### config.mk
export PLATFORM = sky130hd
export DESIGN_NAME = slp_rot_cell
export DESIGN_NICKNAME = d
export VERILOG_FILES = /design/src/hw/rtl/slp_pkg.sv /design/src/hw/rtl/slp_rot_cell.sv
export SDC_FILE = /design/constraint.sdc
export NUM_CORES = 1
export LEC_CHECK = 0
export BUFFER_PORTS_ARGS = -buffer_cell sky130_fd_sc_hd__buf_4
export CORE_AREA = 4 4 279 281
export CTS_CLUSTER_DIAMETER = 100
export CTS_CLUSTER_SIZE = 8
export DETAILED_ROUTE_END_ITERATION = 10
export DIE_AREA = 0 0 283 285
export PLACE_DENSITY = 0.66
export SLEW_MARGIN = 15
export SYNTH_ARGS = -nofsm -noshare
export SYNTH_HDL_FRONTEND = slang
export SYNTH_SLANG_ARGS = --single-unit
### constraint.sdc
create_clock -name clk -period 26.7 [get_ports clk]
set_input_delay 0 -clock clk [delete_from_list [all_inputs] [get_ports clk]]
set_output_delay 0 -clock clk [all_outputs]
set_load 0.02 [all_outputs]
### src/hw/rtl/slp_pkg.sv
// Shared types, constants and angle table for the quaternion slerp pipeline.
package slp_pkg;

  localparam int unsigned SQ_STEPS  = 15;
  localparam int unsigned ANG_STEPS = 16;
  localparam int unsigned DIV_STEPS = 32;

  localparam logic signed [32:0] GAIN_Q30 = 33'sd652032874;

  typedef logic [3:0] step_t;

  typedef enum logic [1:0] {
    MODE_A,
    MODE_B,
    MODE_LIN,
    MODE_SLERP
  } mode_t;

  typedef struct packed {
    logic [3:0][15:0] qa;
    logic [3:0][15:0] qb;
    logic [17:0]      t;
    mode_t            mode;
    logic             neg;
    logic [13:0]      cval;
    logic [14:0]      sroot;
  } side_t;

  typedef struct packed {
    logic [28:0] v;
    logic [29:0] r;
  } sq_t;

  typedef struct packed {
    logic signed [33:0] x;
    logic signed [33:0] y;
    logic signed [20:0] z;
  } vec_t;

  typedef struct packed {
    logic [1:0][32:0] x;
    logic [1:0][32:0] y;
    logic [1:0][20:0] z;
  } rot_t;

  typedef struct packed {
    logic [1:0][31:0] n;
    logic [1:0][14:0] rem;
    logic [1:0][31:0] q;
    logic [1:0]       sgn;
  } div_t;

  function automatic logic [15:0] atan_q16(input step_t i);
    logic [15:0] a;
    unique case (i)
      4'd0:  a = 16'd51472;
      4'd1:  a = 16'd30385;
      4'd2:  a = 16'd16055;
      4'd3:  a = 16'd8150;
      4'd4:  a = 16'd4091;
      4'd5:  a = 16'd2047;
      4'd6:  a = 16'd1024;
      4'd7:  a = 16'd512;
      4'd8:  a = 16'd256;
      4'd9:  a = 16'd128;
      4'd10: a = 16'd64;
      4'd11: a = 16'd32;
      4'd12: a = 16'd16;
      4'd13: a = 16'd8;
      4'd14: a = 16'd4;
      4'd15: a = 16'd2;
      default: a = 16'd0;
    endcase
    return a;
  endfunction

endpackage

### src/hw/rtl/slp_rot_cell.sv
// One rotation step of the two sine lanes.
module slp_rot_cell (
  input  logic           clk,
  input  logic           rst_n,
  input  slp_pkg::step_t idx,
  input  logic           in_vld,
  input  slp_pkg::side_t in_side,
  input  slp_pkg::rot_t  in_rot,
  input  logic           dn_ld,
  output logic           up_ld,
  output logic           out_vld,
  output slp_pkg::side_t out_side,
  output slp_pkg::rot_t  out_rot
);
  import slp_pkg::*;

  logic               vld_r;
  side_t              side_r;
  rot_t               rot_r;
  rot_t               rot_nxt;
  logic signed [32:0] xs [2];
  logic signed [32:0] ys [2];
  logic signed [20:0] zs [2];
  logic signed [32:0] dx [2];
  logic signed [32:0] dy [2];
  logic signed [20:0] at;

  always_comb begin
    at = $signed({5'b0, atan_q16(idx)});
    rot_nxt = in_rot;
    for (int l = 0; l < 2; l++) begin
      xs[l] = $signed(in_rot.x[l]);
      ys[l] = $signed(in_rot.y[l]);
      zs[l] = $signed(in_rot.z[l]);
      dx[l] = ys[l] >>> idx;
      dy[l] = xs[l] >>> idx;
      if (!zs[l][20]) begin
        rot_nxt.x[l] = xs[l] - dx[l];
        rot_nxt.y[l] = ys[l] + dy[l];
        rot_nxt.z[l] = zs[l] - at;
      end else begin
        rot_nxt.x[l] = xs[l] + dx[l];
        rot_nxt.y[l] = ys[l] - dy[l];
        rot_nxt.z[l] = zs[l] + at;
      end
    end
  end

  assign up_ld = !vld_r || dn_ld;

  always_ff @(posedge clk) begin
    if (!rst_n) begin
      vld_r <= 1'b0;
    end else if (up_ld) begin
      vld_r <= in_vld;
    end
  end

  always_ff @(posedge clk) begin
    if (up_ld) begin
      side_r <= in_side;
      rot_r  <= rot_nxt;
    end
  end

  assign out_vld  = vld_r;
  assign out_side = side_r;
  assign out_rot  = rot_r;
endmodule

# == Yosys cells after proc, flatten, opt, wreduce, memory -nomap -nowiden ==
# Memories as Yosys holds them, arrays and structs flattened.
# Cells that the tools add are included.
# classes
n_reduce_logical,2
n_mux,6
addsub,12
shifts,4
# op_table
op,count
$add 33x33->33,4
$mux 33,4
$sshr 33x4->33,4
$sub 33x33->33,4
$add 21x17->21,2
$mux 21,2
$sub 21x17->21,2
$logic_not 1->1,1
$logic_or 1x1->1,1
# word_totals
mem_count,1
in_bits,360
output_inout_bits,354
word_cells,45
register_bits,353
rom_bits,256
# mem_list
memory,words,word_bits,rd,rd_clocked_by_memory_dff,write_ports,line_no,rtl
(name not given),16,16,1,0,0,slp_pkg.sv:55,unique case (i)

# == Longest topological paths before layout ==
# Gate-level depths: netlist of the first run.
# logic_depth
ltp_word,3
mapped_depth,29
mapped_depth_nobuf,22

# == Worst setup path after synthesis of the first run ==
# No wires, ideal clock.
# synth_path
path_type,input -> register
from,input port dn_ld
to,register vld_r (netlist: out_vld)
t_arrival_ns,9.292
setup_slack_ns,16.887
setup_ns,0.522
n_path_buf,0
cell_stages,2
t_required_ns,26.178
cell_sequence,nand2b_1 -> a21boi_0
# synth_via
elab_chain_cells,1
# synth_rtl
item,line_no,rtl
from (decl),slp_rot_cell.sv:9,"input logic dn_ld,"
$logic_or 1x1->1,slp_rot_cell.sv:49,assign up_ld = !vld_r || dn_ld;
to (signal assigned),slp_rot_cell.sv:55,vld_r <= in_vld;
to (decl),slp_rot_cell.sv:17,logic vld_r;
# No other way between the ends.
# A chain may end at the register's enable or synchronous reset.

==> flow_summary_export.csv, run 1 <==
group,metric,value,unit
setup_path,cp-start-kind,"input pin",
setup_path,crit_arrival,6.98,ns
floorplanning,initial_core_util,39.6,%
timing,setup_viol_count_final,0,
power,power.leakage,17.0,nW
clock_network,cts_setup_buffers,0,
synthesis,synth-edff-count,352,
timing,tightest_slew,1.25,ns
clock_network,cts.htree.levels,2,
setup_path,worst_setup_path_end_kind,"flop",
timing,post-route-min-period,6.62,ns
synthesis,synthCells,2863,
synthesis,ys_top_cells_by_area,"edfxtp_1 35%, mux4_2 11%, ha_1 7.8%",
power,power.share.clock,23.0,%
timing,hold_viol,0,
synthesis,synth_top_area_cell,"edfxtp_1",
timing,drv_slew,0,
floorplanning,fp.dieW,283,um
placement,dp_hpwl,84.7,mm
clock_network,worst_setup_hold_path_clk_slew,0.05,ns
layout,final_cell_mix,"724 x buf_4, 352 x edfxtp_1, 282 x dlygate4sd3_1",
global_routing,grt_first_pass_wirelength,169,mm
floorplanning,die_y,285,um
clock_network,clk_latency,0.61,ns
layout,final_layout_size_suffix_gt1_share,27.1,%
detailed_routing,dr.pass1.iters,6,
setup_path,criticalPathCategory,"input pin to flop",
clock_network,root_buffer,"clkbuf_16",
synthesis,synth_area_per_cell,10.4,um2
timing,clock_skew,0.0240,ns
floorplanning,ios,714,
layout,design.final.nets,4345,
global_routing,grt_max_degree,154,
timing,setup_tns,0,ns
clock_network,cts_inserted_buffers,51,
synthesis,synth_top_area_share,35.4,%
timing,relSlewSlack,14.8,%
power,p_seq_share,31.2,%
floorplanning,coreArea,75400,um2
detailed_routing,via_per_inst,5.73,
global_routing,antenna_found_initial,7,
setup_path,critPathRequiredTime,27.06,ns
synthesis,synthesis.area,29800,um2
timing,rsz0062_at_grt,"false",
setup_path,cp_max_fo,87,
power,powerDensity,65.5,nW/um2
detailed_routing,drc,0,
synthesis,yosysSeqAreaShare,35.5,%
clock_network,cts_tree,"done",
power,p_int,1.65,mW
floorplanning,num_rows,101,
power,combPwrFrac,45.8,%
synthesis,synthDistinctLibCells,110,
synthesis,ys_async_sr_fraction,0,%
power,irDropWorstVdd,0.0496,mV
job,drv_cap,0,
placement,place.port_buffers,713,
global_routing,grt_remaining_overflow,0,
synthesis,syn_nets,3414,
placement,place_congestion,0.942,
clock_network,cts_max_path_buffers,3,
detailed_routing,first_iter_violations,2736,
synthesis,synth-seq-cells,353,
run_status,status,"finished, final reports clean",
detailed_routing,antenna_left,0,
layout,fin_util,53.1,%
synthesis,ys_warn_count,0,
synthesis,ys.flop_type,"edfxtp_1",
clock_network,cts.sinks,353,
global_routing,grt_pass1_vias,26772,
min_path,hp-class,"input pin to flop",
timing,min_period_over_period,24.8,%
global_routing,grt_usage,26.7,%
power,switching_share,37.3,%
timing,fmax,0.151,GHz
clock_network,cts_resized,0,
detailed_routing,num_vias,27424,
layout,syn2layout_area_growth,34.3,%
detailed_routing,post_drt_wl_per_cell,23.5,um
detailed_routing,drt-total-wl,113,mm
power,p_sw,979,uW
floorplanning,dieArea,80700,um2
layout,final_common_cell,"buf_4",
-- synth_stat cells, types with 6 or more instances --
| library cell | number |
|---|---|
| clkbuf_1 | 57 |
| or2_2 | 7 |
| o21bai_1 | 14 |
| edfxtp_1 | 352 |
| mux2_2 | 35 |
| buf_6 | 14 |
| nor3_1 | 56 |
| buf_4 | 15 |
| buf_2 | 26 |
| or3_1 | 14 |
| o31ai_1 | 10 |
| o22ai_1 | 12 |
| nand2_1 | 261 |
| nand4_1 | 11 |
| mux4_1 | 10 |
| and2_1 | 26 |
| a41oi_1 | 6 |
| nor2_1 | 248 |
| ha_1 | 185 |
| xnor2_1 | 169 |
| inv_1 | 63 |
| nor2b_1 | 35 |
| mux4_2 | 140 |
| a31o_2 | 8 |
| mux2i_1 | 84 |
| o21a_1 | 32 |
| a21o_1 | 71 |
| o211ai_1 | 16 |
| o21ai_1 | 15 |
| buf_1 | 17 |
| fa_1 | 6 |
| a31oi_1 | 42 |
| and3_1 | 38 |
| a21boi_0 | 7 |
| o21ai_0 | 134 |
| nand2b_1 | 27 |
| xor2_1 | 116 |
| a211o_1 | 6 |
| nand3_1 | 45 |
| a21oi_1 | 265 |
| a211oi_1 | 30 |
-- critical path: stages --
cell,delay [ns]
buf_8,0.56
buf_4,0.85
mux4_1,0.68
mux2_2,0.30
a2111oi_2,0.33
o211a_1,0.22
and2_1,0.18
nor2_1,0.06
xor2_1,0.15
ha_1,0.35
o211ai_1,0.25
nand2_1,0.11
a22oi_1,0.32
o21ai_0,0.28
a31oi_1,0.52
o31ai_1,0.24
nor4_1,0.42
o311ai_0,0.23
a21oi_1,0.22
xnor2_1,0.08
dlygate4sd3_1,0.54
-- flip-flops by register name (all words and copies together), names as in the netlist --
signal,flops
out_rot,174
out_side,178
out_vld,1
-- repair_timing --
| item | 4_1_cts | 5_1_grt |
|---|---|---|
| endpoints found under the setup margin | 0 | 0 |
| hold buffers | 282 | 0 |
| hold endpoints to repair | 275 | 0 |
-- area by class of cell --
type | count | area, um2
clock buffers | 58 | 1320
inverters | 66 | 251
fillers | 6532 | 35400
clock inverters | 6 | 97.6
well taps | 978 | 1220
multi-input cells | 2311 | 18300
diodes | 4 | 10.0
repair buffers | 1011 | 8330
flip-flops and latches | 353 | 10600
-- power groups by stage --
stage / registers, mW / logic (mW) / clock network [mW]
detailed placement: 0.827 / 1.15 / 0
floorplan: 1.00 / 0.546 / 0
global route: 0.831 / 1.29 / 0.641
finish: 0.819 / 1.20 / 0.603
CTS: 0.819 / 1.19 / 0.614
global placement: 0.825 / 1.14 / 0
-- metrics by stage --
stage | cell area, um2 | hold slack, ns | total power, mW | cells | setup slack [ns]
2_1_floorplan | 29800 | 0.0989 | 1.55 | 2863 | 16.89
3_3_place_gp | 35800 | 0.178 | 1.97 | 4437 | 19.99
3_5_place_dp | 35800 | 0.179 | 1.97 | 4437 | 19.92
6_report | 40100 | 0.0295 | 2.62 | 4787 | 20.08
5_1_grt | 40100 | 0.0170 | 2.76 | 4786 | 19.56
4_1_cts | 40100 | 0.0000520 | 2.63 | 4783 | 20.10
-- path summary, 6_finish.rpt --
path	depth (start not counted)	end	slack, ns	startpoint
setup reg to reg	3	out_side[49]	23.69	out_vld
hold / removal	3	out_rot[28]	0.03	in_rot[28]
setup / recovery	21	out_rot[171]	20.08	idx[0]
hold reg to reg	1	out_side[172]	1.21	out_vld
-- per-layer routing --
metal / vias to the layer above / share of wire, % / global-route usage [%]
li1: 12701 / - / -
met5: - / 0.036 / 0
met2: 1318 / 48 / 44.8
met4: 6 / 4.6 / 10.5
met3: 244 / 7.3 / 4.82
met1: 13155 / 40 / 34.3
-- kinds of logic (layout without fill, tap and decap cells) --
family,count (synthesis),in the layout,synth area share [%]
buffers and inverters,199,1141,3.37
AOI/OAI and AO/OA,732,732,15.4
DFF,353,353,35.5
muxes,275,275,15.9
and+or+nand+nor,827,827,13.3
xor gates and xnor gates,286,286,8.42
other,0,4,0
adders and majority gates,191,191,8.16
(Power assumes the default switching activity.)
==> run 2, diff against run 1 <==
--- a/config.mk
+++ b/config.mk
@@ -11,7 +11,7 @@
 export CTS_CLUSTER_SIZE = 8
 export DETAILED_ROUTE_END_ITERATION = 10
 export DIE_AREA = 0 0 283 285
-export PLACE_DENSITY = 0.66
+export PLACE_DENSITY = 0.68
 export SLEW_MARGIN = 15
 export SYNTH_ARGS = -nofsm -noshare
 export SYNTH_HDL_FRONTEND = slang
==> constraint.sdc (replaced) <==
create_clock -name clk -period 5.85 [get_ports clk]
set_input_delay 0 -clock clk [delete_from_list [all_inputs] [get_ports clk]]
set_output_delay 0 -clock clk [all_outputs]
set_load 0.02 [all_outputs]
==> flow_summary_export.csv, run 2 (same netlist as run 1, synthesis figures left out) <==
group,metric,value,unit
run_status,status,"finished, final reports clean",
timing,drv_slew,0,
clock_network,cts_tree,"done",
setup_path,critPathRequiredTime,6.19,ns
layout,design.final.nets,4391,
global_routing,grt_remaining_overflow,0,
clock_network,cts_inserted_buffers,50,
power,power.total,11.9,mW
clock_network,cts.sinks,353,
clock_network,cts_setup_buffers,0,
layout,syn2layout_area_growth,35.8,%
detailed_routing,first_iter_violations,2697,
timing,tightest_slew,1.01,ns
floorplanning,num_rows,101,
timing,setup_tns,0,ns
detailed_routing,drc,0,
layout,fin_util,53.7,%
layout,final_layout_size_suffix_gt1_share,27.9,%
detailed_routing,antenna_left,0,
setup_path,r2r_slack,3.58,ns
setup_path,cpMostUsedCell,"buf_4",
power,power.leakage,17.2,nW
detailed_routing,dr.pass1.iters,6,
floorplanning,die_y,285,um
placement,pre_cts_slack,0.0126,ns
timing,timing.hold.ws,0.0404,ns
global_routing,grt_pass1_vias,27030,
timing,post-route-min-period,5.65,ns
setup_path,worst_setup_path_end_kind,"flop",
placement,place.port_buffers,713,
clock_network,clk_latency,0.61,ns
detailed_routing,num_vias,27820,
timing,hold_viol,0,
layout,fin_area,40500,um2
timing,fmax,0.177,GHz
layout,final_cells,4835,
setup_path,crit_buf_inv,3,
floorplanning,fp.dieW,283,um
floorplanning,coreArea,75400,um2
placement,post_dp_cell_area,36200,um2
setup_path,criticalPathCategory,"input pin to flop",
setup_path,cp_max_fo,6,
setup_path,crit_arrival,5.99,ns
timing,clock_skew,0.0214,ns
detailed_routing,post_drt_wl_per_cell,24.1,um
clock_network,cts.htree.levels,2,
detailed_routing,drt-total-wl,117,mm
power,powerDensity,295,nW/um2
clock_network,worst_setup_hold_path_clk_slew,0.06,ns
timing,rsz0062_at_grt,"false",
layout,final_cell_mix,"757 x buf_4, 352 x edfxtp_1, 289 x dlygate4sd3_1",
global_routing,grt_usage,27.6,%
layout,final_common_cell,"buf_4",
power,irDropWorstVdd,0.234,mV
timing,relSlewSlack,32.8,%
setup_path,crit_slowest_cell,"a2111oi_1",
setup_path,critPathMaxStageDelay,0.68,ns
timing,setup_slack,0.198,ns
setup_path,cp-start-kind,"input pin",
placement,dp_hpwl,88.3,mm
global_routing,antenna_found_initial,7,
floorplanning,initial_core_util,39.6,%
timing,min_period_over_period,96.6,%
layout,largest_reg_flops,178,
detailed_routing,via_per_inst,5.75,
floorplanning,ios,714,
setup_path,cp_cell_sequence,"dlygate4sd3_1, buf_4, mux4_2, mux2_2, or3_1, o21ai_0, and2_1, nand2_1, a211oi_2, nor2_1, xor2_1, ha_1, nand4_1, nor3_1, a2111oi_1, buf_4, nor3b_1, o21bai_1, o21a_1, a211oi_1, o2bb2ai_1, xnor2_1",
job,drv_cap,0,
placement,place_congestion,0.987,
global_routing,grt_max_degree,127,
setup_path,path_delay_family,"compound AO/OA/AOI/OAI gates",
global_routing,grt_first_pass_wirelength,174,mm
floorplanning,dieArea,80700,um2
timing,setup_viol_count_final,0,
min_path,hp-class,"input pin to flop",
clock_network,cts_max_path_buffers,3,
placement,place_inst,4477,
clock_network,root_buffer,"clkbuf_16",
[run 2: cell count changes in the layout (fill, tap and decap cells not counted), sizes merged]
cell / delta
buf: +40
dlygate4sd3: +7
clkbuf: +2
clkinv: -2
bufinv: -1
diode: +1
inv: +1
[run 2: power by group]
| group | internal [mW] | switching [mW] |
|---|---|---|
| Combinational | 2.37 | 3.14 |
| Clock | 1.54 | 1.13 |
| Sequential | 3.55 | 0.201 |
[run 2: worst paths after layout]
kind,depth (start not counted),start,endpoint
min,3,in_rot[139],out_rot[139]
min reg2reg,1,out_vld,out_side[37]
max reg2reg,2,out_vld,out_rot[160]
max,22,in_rot[122],out_rot[73]
[run 2: final cells by class]
class	count	area [um2]
flip-flops and latches	353	10600
multi-input cells	2311	18300
repair buffers	1058	8800
diodes	5	12.5
inverters	66	251
well taps	978	1220
clock inverters	4	63.8
clock buffers	60	1300
fillers	6478	34900
[run 2: what timing repair did]
item	in CTS	in global routing
endpoints found under the setup margin	0	3
gates resized for setup	0	7
hold endpoints to repair	287	0
hold buffers	289	0
[run 2: worst register-to-register path, delay by kind of cell, from the launching register on]
| family | cells | cell delay [ns] |
|---|---|---|
| buf+inv | 1 | 0.72 |
| flops | 1 | 0.35 |
| simple gates | 1 | 0.76 |
[run 2: routing by layer]
metal / global-route usage (%) / wire length, um
met5: 0 / 23
met4: 10.0 / 5130
met3: 5.32 / 9540
met2: 46.9 / 56000
met1: 35.3 / 45900
==> run 3, diff against run 2 <==
--- a/config.mk
+++ b/config.mk
@@ -11,8 +11,10 @@
 export CTS_CLUSTER_SIZE = 8
 export DETAILED_ROUTE_END_ITERATION = 10
 export DIE_AREA = 0 0 283 285
+export HOLD_SLACK_MARGIN = 0.05
 export PLACE_DENSITY = 0.68
 export SLEW_MARGIN = 15
 export SYNTH_ARGS = -nofsm -noshare
 export SYNTH_HDL_FRONTEND = slang
 export SYNTH_SLANG_ARGS = --single-unit
+export TNS_END_PERCENT = 30
==> constraint.sdc (replaced) <==
create_clock -name clk -period 5.85 [get_ports clk]
set_input_delay 1.17 -clock clk [delete_from_list [all_inputs] [get_ports clk]]
set_output_delay 1.17 -clock clk [all_outputs]
set_load 0.02 [all_outputs]
==> flow_summary_export.csv, run 3 (same netlist as run 1, synthesis figures left out) <==
group,metric,value,unit
detailed_routing,dr.pass1.iters,6,
setup_path,cp_max_fo,15,
floorplanning,initial_core_util,39.6,%
clock_network,root_buffer,"clkbuf_16",
global_routing,grt_usage,28.0,%
timing,drv_slew,0,
clock_network,cts_tree,"done",
setup_path,r2r_end,"out_rot[99]",
timing,setup_viol_count_final,0,
timing,clock_skew,0.0301,ns
detailed_routing,num_vias,28946,
floorplanning,die_y,285,um
min_path,hp-class,"input pin to flop",
floorplanning,fp.dieW,283,um
layout,fin_area,42600,um2
clock_network,cts.htree.levels,2,
timing,setup_tns,0,ns
timing,timing.hold.ws,0.740,ns
detailed_routing,post_drt_wl_per_cell,22.9,um
detailed_routing,drt-total-wl,118,mm
power,powerDensity,296,nW/um2
layout,multi_input_area,18400,um2
clock_network,clk_latency,0.60,ns
layout,design.final.nets,4717,
layout,syn2layout_area_growth,42.8,%
placement,pre_cts_slack,-0.633,ns
timing,post-route-min-period,5.72,ns
job,drv_cap,0,
setup_path,worst_setup_path_end_kind,"flop",
layout,final_cell_mix,"1359 x buf_4, 352 x edfxtp_1, 262 x a21oi_1",
global_routing,grt_max_degree,164,
global_routing,grt_first_pass_wirelength,174,mm
floorplanning,coreArea,75400,um2
global_routing,use_met2,46.6,%
setup_path,r2r_slack,3.70,ns
clock_network,cts.sinks,353,
power,power.leakage,19.1,nW
floorplanning,num_rows,101,
global_routing,grt_use_met1,33.9,%
clock_network,cts_max_path_buffers,3,
setup_path,critPathRequiredTime,6.18,ns
timing,tightest_slew,1.03,ns
global_routing,grt_remaining_overflow,0,
setup_path,criticalPathCategory,"input pin to flop",
detailed_routing,drc,0,
setup_path,ff2ff_path_depth,2,
setup_path,startpoint,"idx[0]",
global_routing,busiest_layer,"met2",
placement,place_congestion,0.971,
layout,final.fill_count,6636,
setup_path,r2r_start,"out_vld",
detailed_routing,first_iter_violations,2369,
placement,post_dp_cell_area,40900,um2
timing,relSlewSlack,31.1,%
layout,final_common_cell,"buf_4",
timing,hold_viol,0,
layout,largest_reg_flops,178,
timing,setup_slack,0.130,ns
timing,fmax,0.175,GHz
placement,dp_hpwl,96.3,mm
setup_path,cp-start-kind,"input pin",
placement,place.port_buffers,713,
run_status,status,"finished, final reports clean",
layout,final_layout_size_suffix_gt1_share,41.0,%
clock_network,worst_setup_hold_path_clk_slew,0.06,ns
timing,rsz0062_at_grt,"true",
setup_path,endpoint,"out_rot[72]",
detailed_routing,via_per_inst,5.59,
detailed_routing,antenna_left,0,
floorplanning,dieArea,80700,um2
setup_path,crit_arrival,6.05,ns
floorplanning,ios,714,
min_path,min_path_cells,1,
global_routing,grtUsageMet3,7.53,%
layout,regArea,10600,um2
power,irDropWorstVdd,0.261,mV
global_routing,grt_pass1_vias,28377,
clock_network,cts_inserted_buffers,51,
timing,min_period_over_period,97.8,%
global_routing,antenna_found_initial,19,
power,power.total,12.6,mW
[run 3: changes by cell type in the layout (fill, tap and decap cells not counted), sizes merged]
cell         change
buf            +614
bufinv           +1
clkbuf           +7
clkinv           +3
diode            +5
dlygate4sd3    -289
inv              -2
[run 3: metal layers]
layer	up-vias	part of all wire [%]
met4	18	5.2
met3	301	9.2
met1	13814	38
met2	1346	47
met5	-	0.093
li1	13467	-
[run 3: timing repair]
item,in CTS,in global routing
pin swaps,0,10
hold buffers,0,0
buffers inserted,0,7
resized for setup,3,46
setup endpoints to repair,6,32
[run 3: how the worst min path moves through the flow]
stage                  from             to  slack (ns)
4_1_cts        in_side[132]  out_side[132]        0.70
3_5_place_dp        out_vld  out_side[167]        1.09
6_report         in_side[7]    out_side[7]        0.74
5_1_grt         in_side[88]   out_side[88]        0.70
3_3_place_gp        out_vld  out_side[167]        1.11
2_1_floorplan    in_side[0]    out_side[0]        1.27
[run 3: stage by stage]
stage,util (%),cells
6_report,56.5,5174
5_1_grt,56.5,5173
4_1_cts,56.1,5157
3_5_place_dp,54.2,5084
3_3_place_gp,54.2,5084
2_1_floorplan,-,2863
[run 3: area by class of cell]
cell class / count / area share [%]
clock inverter: 6 / 0.314
timing repair buffer: 1383 / 24.9
multi-input combinational: 2311 / 43.3
tap: 978 / 2.87
clock buffer: 67 / 3.14
antenna: 10 / 0.0587
sequential: 353 / 24.9
inverter: 66 / 0.590
[run 3: critical path, stage by stage]
cell      delay (ns)
buf_12          0.16
buf_4           0.17
mux4_4          0.68
nor2_2          0.19
o21ai_0         0.11
o22ai_1         0.20
and2_1          0.18
nand2_1         0.11
a211oi_2        0.23
nor2_1          0.08
xor2_1          0.28
ha_1            0.34
a21oi_1         0.19
o21a_1          0.18
o211ai_1        0.20
and3_1          0.24
a31o_2          0.31
a311o_1         0.32
a31o_2          0.28
a21o_1          0.18
a21oi_1         0.17
xnor2_1         0.08
[run 3: power breakdown]
part           switching, mW  internal (mW)  leakage (nW)
sequential             0.188           3.55          3.65
combinational           3.28           2.87          14.7
clock                   1.11           1.63         0.704
total                   4.58           8.04          19.1
